**config.mk**
```make
export PLATFORM = sky130hd
export DESIGN_NAME = first_fit_bitmap_allocator_top
export DESIGN_NICKNAME = d
export VERILOG_FILES = /design/src/hw/rtl/ffba_pkg.sv /design/src/hw/rtl/ffba_ram.sv /design/src/hw/rtl/ffba_ctrl.sv /design/src/hw/rtl/ffba_dp.sv /design/src/hw/rtl/first_fit_bitmap_allocator_top.sv
export SDC_FILE = /design/constraint.sdc
export NUM_CORES = 2
export LEC_CHECK = 0
export BUFFER_PORTS_ARGS = -buffer_cell sky130_fd_sc_hd__buf_4
export CAP_MARGIN = 20
export CORE_UTILIZATION = 23
export CTS_CLUSTER_DIAMETER = 200
export DETAILED_ROUTE_END_ITERATION = 6
export PLACE_DENSITY = 0.42
export SLEW_MARGIN = 10
export SYNTH_ARGS = -nofsm -noshare
export SYNTH_HDL_FRONTEND = slang
export SYNTH_SLANG_ARGS = --single-unit
```
**constraint.sdc**
```tcl
create_clock -name clk -period 9.3 [get_ports clk]
set_input_delay 0.93 -clock clk [delete_from_list [all_inputs] [get_ports clk]]
set_output_delay 0.93 -clock clk [all_outputs]
set_load 0.02 [all_outputs]
```
**src/hw/rtl/ffba_pkg.sv**
```systemverilog
`timescale 1ns / 1ps
`default_nettype none

package ffba_pkg;

  // pool size default
  localparam int POOL_BYTES_DEF = 1024;

  // allocation map word: one bit per byte
  localparam int WORD_W      = 16;
  localparam int WORD_BITS_W = $clog2(WORD_W);

  // request byte count width
  localparam int CNT_W = 11;

  // request kinds
  localparam logic FUNC_ALLOC = 1'b0;
  localparam logic FUNC_FREE  = 1'b1;

  // status codes
  localparam logic [1:0] ST_OK    = 2'd0;
  localparam logic [1:0] ST_NOFIT = 2'd1;
  localparam logic [1:0] ST_BAD   = 2'd2;

  // request payload
  typedef struct packed {
    logic             func;
    logic [CNT_W-1:0] byte_count;
    logic [31:0]      free_address;
  } req_t;

  // result payload
  typedef struct packed {
    logic [31:0] result_address;
    logic [1:0]  status;
  } rsp_t;

  // controller to datapath commands
  typedef struct packed {
    logic load;
    logic check;
    logic scan_init;
    logic scan_step;
    logic load_range;
    logic mark_step;
    logic clear_step;
    logic res_err;
    logic res_nofit;
    logic res_ok;
  } cmd_t;

  // datapath to controller status
  typedef struct packed {
    logic err;
    logic alloc;
    logic hit;
    logic scan_end;
    logic mark_last;
    logic clear_last;
  } sts_t;

endpackage

`default_nettype wire

```
**src/hw/rtl/ffba_ram.sv**
```systemverilog
`timescale 1ns / 1ps
`default_nettype none

module ffba_ram #(
  parameter int WIDTH = 16,
  parameter int DEPTH = 64,
  parameter int AW    = (DEPTH > 1) ? $clog2(DEPTH) : 1
) (
  input  wire logic             clk,
  input  wire logic             we,
  input  wire logic [AW-1:0]    waddr,
  input  wire logic [WIDTH-1:0] wdata,
  input  wire logic             re,
  input  wire logic [AW-1:0]    raddr,
  output logic      [WIDTH-1:0] rdata
);

  logic [WIDTH-1:0] mem [DEPTH];

  // one write port, one registered read port
  always_ff @(posedge clk) begin
    if (we) begin
      mem[waddr] <= wdata;
    end
    if (re) begin
      rdata <= mem[raddr];
    end
  end

endmodule

`default_nettype wire

```
**src/hw/rtl/ffba_ctrl.sv**
```systemverilog
`timescale 1ns / 1ps
`default_nettype none

module ffba_ctrl (
  input  wire logic          clk,
  input  wire logic          rst_n,
  input  wire logic          start,
  output logic               busy,
  output logic               out_valid,
  output ffba_pkg::cmd_t     cmd,
  input  wire ffba_pkg::sts_t sts
);

  import ffba_pkg::*;

  typedef enum logic [6:0] {
    S_CLEAR = 7'b0000001,
    S_IDLE  = 7'b0000010,
    S_CHECK = 7'b0000100,
    S_EVAL  = 7'b0001000,
    S_SCAN  = 7'b0010000,
    S_MARK  = 7'b0100000,
    S_DONE  = 7'b1000000
  } state_t;

  state_t state_r;
  state_t state_nxt;

  // next state and command decode
  always_comb begin
    state_nxt = state_r;
    cmd       = '0;
    unique case (state_r)
      S_CLEAR: begin
        cmd.clear_step = 1'b1;
        if (sts.clear_last) begin
          state_nxt = S_IDLE;
        end
      end
      S_IDLE: begin
        if (start) begin
          cmd.load  = 1'b1;
          state_nxt = S_CHECK;
        end
      end
      S_CHECK: begin
        cmd.check = 1'b1;
        state_nxt = S_EVAL;
      end
      S_EVAL: begin
        priority if (sts.err) begin
          cmd.res_err = 1'b1;
          state_nxt   = S_DONE;
        end else if (sts.alloc) begin
          cmd.scan_init = 1'b1;
          state_nxt     = S_SCAN;
        end else begin
          cmd.load_range = 1'b1;
          state_nxt      = S_MARK;
        end
      end
      S_SCAN: begin
        cmd.scan_step = 1'b1;
        priority if (sts.hit) begin
          cmd.load_range = 1'b1;
          state_nxt      = S_MARK;
        end else if (sts.scan_end) begin
          cmd.res_nofit = 1'b1;
          state_nxt     = S_DONE;
        end
      end
      S_MARK: begin
        cmd.mark_step = 1'b1;
        if (sts.mark_last) begin
          cmd.res_ok = 1'b1;
          state_nxt  = S_DONE;
        end
      end
      S_DONE: begin
        state_nxt = S_IDLE;
      end
      default: begin
        state_nxt = S_CLEAR;
      end
    endcase
  end

  // state register, clearing pass first after reset
  always_ff @(posedge clk) begin
    if (!rst_n) begin
      state_r <= S_CLEAR;
    end else begin
      state_r <= state_nxt;
    end
  end

  assign busy      = (state_r != S_IDLE);
  assign out_valid = (state_r == S_DONE);

endmodule

`default_nettype wire

```
**src/hw/rtl/ffba_dp.sv**
```systemverilog
`timescale 1ns / 1ps
`default_nettype none

module ffba_dp #(
  parameter int POOL_BYTES = ffba_pkg::POOL_BYTES_DEF
) (
  input  wire logic           clk,
  input  wire logic           rst_n,
  input  wire logic           cfg_we,
  input  wire logic [31:0]    cfg_wdata,
  input  wire ffba_pkg::req_t in_req,
  input  wire ffba_pkg::cmd_t cmd,
  output ffba_pkg::sts_t      sts,
  output ffba_pkg::rsp_t      out_rsp
);

  import ffba_pkg::*;

  localparam int W     = WORD_W;
  localparam int WB    = WORD_BITS_W;
  localparam int DEPTH = (POOL_BYTES + W - 1) / W;
  localparam int AW    = (DEPTH > 1) ? $clog2(DEPTH) : 1;
  localparam int OFF_W = AW + WB;
  localparam int SUM_W = ((OFF_W > CNT_W) ? OFF_W : CNT_W) + 1;
  localparam logic [AW-1:0] LAST_IDX = AW'(DEPTH - 1);

  // bytes of the last word that lie past the pool read as taken
  function automatic logic [W-1:0] pad_mask_f();
    logic [W-1:0] m;
    m = '0;
    for (int i = 0; i < W; i++) begin
      m[i] = (((DEPTH - 1) * W + i) >= POOL_BYTES);
    end
    return m;
  endfunction

  localparam logic [W-1:0] PAD_MASK = pad_mask_f();

  // registers
  req_t             req_r,      req_nxt;
  logic [31:0]      base_r,     base_nxt;
  logic [32:0]      diff_r,     diff_nxt;
  logic [AW-1:0]    rd_idx_r,   rd_idx_nxt;
  logic [AW-1:0]    eval_idx_r, eval_idx_nxt;
  logic             eval_v_r,   eval_v_nxt;
  logic [CNT_W-1:0] run_r,      run_nxt;
  logic [OFF_W-1:0] lo_r,       lo_nxt;
  logic [OFF_W-1:0] hi_r,       hi_nxt;
  logic [AW-1:0]    mrd_idx_r,  mrd_idx_nxt;
  logic [AW-1:0]    wr_idx_r,   wr_idx_nxt;
  logic             pend_r,     pend_nxt;
  logic [AW-1:0]    clr_idx_r,  clr_idx_nxt;
  rsp_t             res_r,      res_nxt;

  // map memory ports
  logic          ram_we;
  logic [AW-1:0] ram_waddr;
  logic [W-1:0]  ram_wdata;
  logic          ram_re;
  logic [AW-1:0] ram_raddr;
  logic [W-1:0]  ram_rdata;

  // scan word evaluation
  logic [W-1:0]     word_eff;
  logic [WB:0]      lastp1 [W];
  logic [CNT_W:0]   total  [W];
  logic [W-1:0]     hit_vec;
  logic [WB-1:0]    hit_pos;
  logic             any_hit;
  logic [OFF_W-1:0] end_off;
  logic [OFF_W-1:0] lo_alloc;
  logic [OFF_W-1:0] lo_free;
  logic [OFF_W-1:0] hi_free;

  // request checks
  logic        is_alloc;
  logic        zero_cnt;
  logic        too_big;
  logic [32:0] free_end;
  logic        free_bad;

  // mark masks
  logic [AW-1:0] lo_word;
  logic [AW-1:0] hi_word;
  logic [W-1:0]  lo_mask;
  logic [W-1:0]  hi_mask;
  logic [W-1:0]  mark_mask;
  logic [W-1:0]  mark_wdata;

  ffba_ram #(
    .WIDTH (W),
    .DEPTH (DEPTH),
    .AW    (AW)
  ) u_map (
    .clk   (clk),
    .we    (ram_we),
    .waddr (ram_waddr),
    .wdata (ram_wdata),
    .re    (ram_re),
    .raddr (ram_raddr),
    .rdata (ram_rdata)
  );

  // request checks
  always_comb begin
    is_alloc = (req_r.func == FUNC_ALLOC);
    zero_cnt = (req_r.byte_count == '0);
    too_big  = (32'(req_r.byte_count) > 32'(POOL_BYTES));
    free_end = {1'b0, diff_r[31:0]} + 33'(req_r.byte_count);
    free_bad = diff_r[32] || (free_end > 33'(POOL_BYTES));
  end

  // per-position free run ending at each bit of the scanned word
  always_comb begin
    word_eff = ram_rdata | ((eval_idx_r == LAST_IDX) ? PAD_MASK : '0);
    for (int b = 0; b < W; b++) begin
      lastp1[b] = '0;
      for (int j = 0; j < W; j++) begin
        if (j <= b && word_eff[j]) begin
          lastp1[b] = (WB+1)'(j + 1);
        end
      end
      total[b] = ((lastp1[b] == '0) ? {1'b0, run_r} : '0)
               + (CNT_W+1)'(b + 1) - (CNT_W+1)'(lastp1[b]);
      hit_vec[b] = (total[b] >= {1'b0, req_r.byte_count});
    end
    // lowest position where the run is long enough
    hit_pos = '0;
    for (int b = W - 1; b >= 0; b--) begin
      if (hit_vec[b]) begin
        hit_pos = WB'(b);
      end
    end
    any_hit  = eval_v_r && (hit_vec != '0);
    end_off  = {eval_idx_r, hit_pos};
    lo_alloc = OFF_W'(SUM_W'(end_off) + SUM_W'(1) - SUM_W'(req_r.byte_count));
    lo_free  = diff_r[OFF_W-1:0];
    hi_free  = OFF_W'(SUM_W'(lo_free) + SUM_W'(req_r.byte_count) - SUM_W'(1));
  end

  // read-modify-write mask for the word under update
  always_comb begin
    lo_word    = lo_r[OFF_W-1:WB];
    hi_word    = hi_r[OFF_W-1:WB];
    lo_mask    = (wr_idx_r == lo_word) ? ({W{1'b1}} << lo_r[WB-1:0]) : {W{1'b1}};
    hi_mask    = (wr_idx_r == hi_word) ? ({W{1'b1}} >> (~hi_r[WB-1:0])) : {W{1'b1}};
    mark_mask  = lo_mask & hi_mask;
    mark_wdata = is_alloc ? (ram_rdata | mark_mask) : (ram_rdata & ~mark_mask);
  end

  // memory port selection
  always_comb begin
    ram_re    = cmd.scan_step || cmd.mark_step;
    ram_raddr = cmd.mark_step ? mrd_idx_r : rd_idx_r;
    ram_we    = cmd.clear_step || (cmd.mark_step && pend_r);
    ram_waddr = cmd.clear_step ? clr_idx_r : wr_idx_r;
    ram_wdata = cmd.clear_step ? '0 : mark_wdata;
  end

  // next-state logic
  always_comb begin
    req_nxt      = req_r;
    base_nxt     = base_r;
    diff_nxt     = diff_r;
    rd_idx_nxt   = rd_idx_r;
    eval_idx_nxt = eval_idx_r;
    eval_v_nxt   = eval_v_r;
    run_nxt      = run_r;
    lo_nxt       = lo_r;
    hi_nxt       = hi_r;
    mrd_idx_nxt  = mrd_idx_r;
    wr_idx_nxt   = wr_idx_r;
    pend_nxt     = pend_r;
    clr_idx_nxt  = clr_idx_r;
    res_nxt      = res_r;

    if (cfg_we) begin
      base_nxt = cfg_wdata;
    end
    if (cmd.load) begin
      req_nxt = in_req;
    end
    // offset of the free address inside the pool, borrow on top
    if (cmd.check) begin
      diff_nxt = {1'b0, req_r.free_address} - {1'b0, base_r};
    end
    if (cmd.clear_step) begin
      clr_idx_nxt = clr_idx_r + AW'(1);
    end
    if (cmd.scan_init) begin
      rd_idx_nxt = '0;
      eval_v_nxt = 1'b0;
      run_nxt    = '0;
    end
    // stream words: read one ahead, evaluate the one returned
    if (cmd.scan_step) begin
      rd_idx_nxt   = rd_idx_r + AW'(1);
      eval_idx_nxt = rd_idx_r;
      eval_v_nxt   = 1'b1;
      if (eval_v_r) begin
        run_nxt = total[W-1][CNT_W-1:0];
      end
    end
    if (cmd.load_range) begin
      lo_nxt      = is_alloc ? lo_alloc : lo_free;
      hi_nxt      = is_alloc ? end_off : hi_free;
      mrd_idx_nxt = is_alloc ? lo_alloc[OFF_W-1:WB] : lo_free[OFF_W-1:WB];
      pend_nxt    = 1'b0;
    end
    if (cmd.mark_step) begin
      mrd_idx_nxt = mrd_idx_r + AW'(1);
      wr_idx_nxt  = mrd_idx_r;
      pend_nxt    = 1'b1;
    end
    // result register
    if (cmd.res_err) begin
      res_nxt.result_address = '0;
      res_nxt.status         = (zero_cnt || !is_alloc) ? ST_BAD : ST_NOFIT;
    end
    if (cmd.res_nofit) begin
      res_nxt.result_address = '0;
      res_nxt.status         = ST_NOFIT;
    end
    if (cmd.res_ok) begin
      res_nxt.result_address = is_alloc ? (base_r + 32'(lo_r)) : '0;
      res_nxt.status         = ST_OK;
    end
  end

  always_ff @(posedge clk) begin
    if (!rst_n) begin
      base_r    <= '0;
      clr_idx_r <= '0;
      eval_v_r  <= 1'b0;
      pend_r    <= 1'b0;
    end else begin
      base_r    <= base_nxt;
      clr_idx_r <= clr_idx_nxt;
      eval_v_r  <= eval_v_nxt;
      pend_r    <= pend_nxt;
    end
    req_r      <= req_nxt;
    diff_r     <= diff_nxt;
    rd_idx_r   <= rd_idx_nxt;
    eval_idx_r <= eval_idx_nxt;
    run_r      <= run_nxt;
    lo_r       <= lo_nxt;
    hi_r       <= hi_nxt;
    mrd_idx_r  <= mrd_idx_nxt;
    wr_idx_r   <= wr_idx_nxt;
    res_r      <= res_nxt;
  end

  // status to controller
  always_comb begin
    sts.err        = zero_cnt || (is_alloc ? too_big : free_bad);
    sts.alloc      = is_alloc;
    sts.hit        = any_hit;
    sts.scan_end   = eval_v_r && (eval_idx_r == LAST_IDX) && (hit_vec == '0);
    sts.mark_last  = pend_r && (wr_idx_r == hi_word);
    sts.clear_last = (clr_idx_r == LAST_IDX);
  end

  assign out_rsp = res_r;

endmodule

`default_nettype wire

```
**src/hw/rtl/first_fit_bitmap_allocator_top.sv**
```systemverilog
// channel   ports                          transfer
// config    cfg_we, cfg_wdata              pool base written when cfg_we is high
// request   start, busy, in_req            taken when start is high and busy is low
// result    out_valid, out_rsp             one cycle per request, cannot be held off
//
// the allocation map sits in a RAM of 16-bit words, one bit per pool byte
// allocate: the check and evaluation states, a scan that reads one map word per cycle,
// a read-modify-write pass over the words to be marked, and a result state; the
// single RAM read port is shared by the scan and the mark pass and sets their pace
// free: the check and evaluation states, a pass over the words covered, a result state
// after reset a clearing pass over every map word holds busy high
// a bad request is answered after the check and evaluation states
`timescale 1ns / 1ps
`default_nettype none

module first_fit_bitmap_allocator_top #(
  parameter int POOL_BYTES = ffba_pkg::POOL_BYTES_DEF
) (
  input  wire logic           clk,
  input  wire logic           rst_n,
  input  wire logic           cfg_we,
  input  wire logic [31:0]    cfg_wdata,
  input  wire logic           start,
  output logic                busy,
  input  wire ffba_pkg::req_t in_req,
  output logic                out_valid,
  output ffba_pkg::rsp_t      out_rsp
);

  import ffba_pkg::*;

  cmd_t cmd;
  sts_t sts;

  // sequencer
  ffba_ctrl u_ctrl (
    .clk       (clk),
    .rst_n     (rst_n),
    .start     (start),
    .busy      (busy),
    .out_valid (out_valid),
    .cmd       (cmd),
    .sts       (sts)
  );

  // map, scan and result datapath
  ffba_dp #(
    .POOL_BYTES (POOL_BYTES)
  ) u_dp (
    .clk       (clk),
    .rst_n     (rst_n),
    .cfg_we    (cfg_we),
    .cfg_wdata (cfg_wdata),
    .in_req    (in_req),
    .cmd       (cmd),
    .sts       (sts),
    .out_rsp   (out_rsp)
  );

  // a taken request keeps the block busy
  a_accept_busy: assert property (@(posedge clk) disable iff (!rst_n)
    (start && !busy) |=> busy)
    else $error("busy not raised after request");

  // each result strobe lasts one cycle
  a_single_strobe: assert property (@(posedge clk) disable iff (!rst_n)
    out_valid |=> !out_valid)
    else $error("result strobe longer than one cycle");

  // status is a defined code
  a_status_code: assert property (@(posedge clk) disable iff (!rst_n)
    out_valid |-> (out_rsp.status == ST_OK || out_rsp.status == ST_NOFIT ||
                   out_rsp.status == ST_BAD))
    else $error("undefined status code");

  // failed requests return address zero
  a_fail_zero: assert property (@(posedge clk) disable iff (!rst_n)
    (out_valid && out_rsp.status != ST_OK) |-> (out_rsp.result_address == 32'd0))
    else $error("nonzero address on failed request");

  // a result comes only while a request is in flight
  a_result_busy: assert property (@(posedge clk) disable iff (!rst_n)
    out_valid |-> busy)
    else $error("result outside a request");

endmodule

`default_nettype wire

```
==> flow_metrics.env <==
export IMPL_antenna_found_initial=14
export IMPL_critPathTopFamily="compound AO/OA/AOI/OAI gates"
export IMPL_rsz0062_at_grt="false"
export IMPL_setup_viol=0
export IMPL_ys_seq_elements=1253
export IMPL_tns_ns=0
export IMPL_clk_latency_ns=0.84
export IMPL_drv_cap=0
export IMPL_fin_crit_sh_pct=92.3
export IMPL_synth_ff_type="edfxtp_1"
export IMPL_drive_gt1_share_pct=9.61
export IMPL_synth_edf_count=1193
export IMPL_path_class="flop to flop"
export IMPL_grt_usage_pct=14.6
export IMPL_worst_slew_pin_slew_ns=1.16
export IMPL_arrival_ns=9.07
export IMPL_status="finished, final reports clean"
export IMPL_die_h_um=544
export IMPL_crit_start="u_dp.u_map.rdata[3]"
export IMPL_vias_per_cell=4.65
export IMPL_place_gp_congestion=0.848
export IMPL_dieArea_mm2=0.296
export IMPL_worst_ep_required_time_ns=9.78
export IMPL_coreArea_mm2=0.291
export IMPL_clock_fmax_mhz=116
export IMPL_die_x_um=544
export IMPL_power_internal_mw=9.52
export IMPL_hold_start="in_req[3]"
export IMPL_drt_iter0_markers=3636
export IMPL_grt_pass1_wl_um=323000
export IMPL_start_util_pct=23.2
export IMPL_synthDistinctLibCells=92
export IMPL_vias=48500
export IMPL_grt_max_degree=126
export IMPL_cts_tree="done"
export IMPL_final_util_pct=27.0
export IMPL_ys_warn_count=0
export IMPL_cts_sinks=1253
export IMPL_clock_skew_ns=0.114
export IMPL_synth_seq_area_share_pct=54.9
export IMPL_rows=198
export IMPL_ant_nets=0
export IMPL_synth_area_mm2=0.0675
export IMPL_slew_viol_final=0
export IMPL_h_tree_depth=4
export IMPL_endpoint_kind="flop"
export IMPL_io_buffers=115
export IMPL_async_flop_share_pct=0
export IMPL_syn2layout_area_growth_pct=16.3
export IMPL_hold_violations=0
export IMPL_drc=0
export IMPL_fin_hold_ws_ns=0.315
export IMPL_cpPeakStageDelay_ns=0.61
export IMPL_syn_avg_cell_area_um2=10.8
export IMPL_design_area_mm2=0.0785
export IMPL_p_leak_nw=30.0
export IMPL_wl_per_cell_um=21.1
export IMPL_pwr_share_clk_pct=47.4
export IMPL_wirelength_um=220000
export IMPL_first_pass_iters=5
export IMPL_powerDensity_mw_per_mm2=153
export IMPL_path_buf_inv=4
export IMPL_path_clk_slew_ns=0.06
export IMPL_nets=6990
export IMPL_syn_instance_count=6253
export IMPL_min_period_ns=8.59
export IMPL_cts_path_max_buffers=4
export IMPL_r2r_start="u_dp.u_map.rdata[3]"
export IMPL_comb_power_share_pct=1.5
export IMPL_synth_nets=6832
export IMPL_switchingPower_mw=2.50
export IMPL_switching_share_pct=20.8
export IMPL_sequentialPowerShare_pct=51.1
export IMPL_startpoint_type="flop"
export IMPL_peakVddDrop_uv=133
export IMPL_num_fill_cells=30600
export IMPL_grt_overflow=0
export IMPL_placed_cell_area_mm2=0.0738
export IMPL_cp_slowest_cell="or4_1"
export IMPL_ios=116
export IMPL_crit_fanout=4
export IMPL_dp_hpwl_um=140000
export IMPL_relSlewSlack_pct=22.4
export IMPL_cts_root_buf="clkbuf_16"
export IMPL_cts_buffers_inserted=154
export IMPL_postCtsHoldBufs=0
export IMPL_grt_pass1_vias=47400
export IMPL_hold_class="input pin to flop"
-- state kept, by name (all words and copies together), names as in the netlist --
signal and count:
u_dp.base_r 32, u_dp.u_map.rdata 16, u_dp.rd_idx_r 6, u_dp.lo_r 10
u_dp.diff_r 33, u_dp.eval_idx_r 6, u_dp.hi_r 10, u_dp.pend_r 1
u_dp.eval_v_r 1, u_dp.out_rsp 34, u_ctrl.state_r 7, u_dp.req_r 44
u_dp.clr_idx_r 6, u_dp.u_map.mem 1024, u_dp.mrd_idx_r 6, u_dp.run_r 11
u_dp.wr_idx_r 6
-- final timing paths --
path                             to  slack, ns  cells past startpoint
hold / removal        u_dp.req_r[3]       0.31                      1
setup / recovery  u_dp.mrd_idx_r[5]       0.71                     44
hold reg to reg    u_dp.wr_idx_r[0]       0.52                      0
setup reg to reg  u_dp.mrd_idx_r[5]       0.71                     44
-- logic make-up after synthesis --
group / Yosys count / synth area share, %
compound gates: 1098 / 11.2
xor+xnor: 213 / 2.76
fa+ha+maj: 499 / 9.47
mux: 64 / 0.975
buf+inv: 632 / 3.73
simple gates: 2494 / 17.0
flops: 1253 / 54.9
-- cell usage in the layout (no fill, tap or decap), drive strengths merged, types with 81 or more instances in the layout --
cell    count
nand2    1262
edfxtp   1193
ha        479
inv       344
nor2      309
buf       294
nand3     248
a21oi     242
clkbuf    203
and3      191
a311oi    181
o21ai     165
xnor2     163
a31oi     102
nor3       93
nand2b     87
nor2b      81
-- final cells by class --
cell class	count	area [um2]	share of cell area, %
multi-input combinational	4368	28300	36.1
clock inverter	55	495	0.631
clock buffer	203	4110	5.23
sequential	1253	37000	47.1
tap	3900	4880	6.21
timing repair buffer	294	2390	3.04
antenna	10	25.0	0.0319
inverter	340	1280	1.63
-- worst register-to-register path: cells and delay by family, from the launching register on --
family | cells | cell delay (ns)
muxes | 1 | 0.30
DFF | 1 | 0.39
AOI/OAI and AO/OA | 19 | 3.16
xor gates and xnor gates | 2 | 0.29
adders and majority gates | 6 | 1.55
buffers and inverters | 4 | 0.25
and+or+nand+nor | 12 | 2.36
-- synth_stat cells, drive strengths merged, types with 163 or more instances --
library cell	number	share of area, %
ha	479	8.9
clkbuf	198	1.1
a21oi	242	1.8
inv	339	1.9
and3	191	1.8
nand2	1262	7.0
nand3	248	1.8
xnor2	163	2.1
a311oi	181	2.3
o21ai	165	1.2
edfxtp	1193	53
nor2	309	1.7
-- metrics by stage --
stage	std cells	setup slack, ns	power [mW]
4_1_cts	10400	0.331	12.2
3_5_place_dp	10200	0.430	6.44
6_report	10400	0.712	12.0
5_1_grt	10400	0.0232	12.4
2_1_floorplan	6253	0.565	6.37
3_3_place_gp	10200	0.329	6.44
-- power by group through the flow --
| stage | Clock [mW] | Sequential, mW | Combinational (mW) |
|---|---|---|---|
| after floorplan | 0 | 6.26 | 0.110 |
| after global placement | 0 | 6.26 | 0.177 |
| after detailed placement | 0 | 6.26 | 0.177 |
| after CTS | 5.86 | 6.14 | 0.178 |
| after global routing | 6.06 | 6.14 | 0.195 |
| final | 5.69 | 6.14 | 0.176 |
-- timing repair --
item	CTS	global route
gates resized for setup	0	11
buffers inserted	0	1
endpoints found under the setup margin	0	4
-- layer usage --
layer  global-route usage, %  part of all wire (%)  vias up
met5                       0                     0        -
met4                    4.12                   2.7        0
met3                    1.88                   4.3      284
met2                    23.2                    45     1027
met1                    20.5                    48    24100
li1                        -                     -    23100
Power figures use the tool's default switching activity.
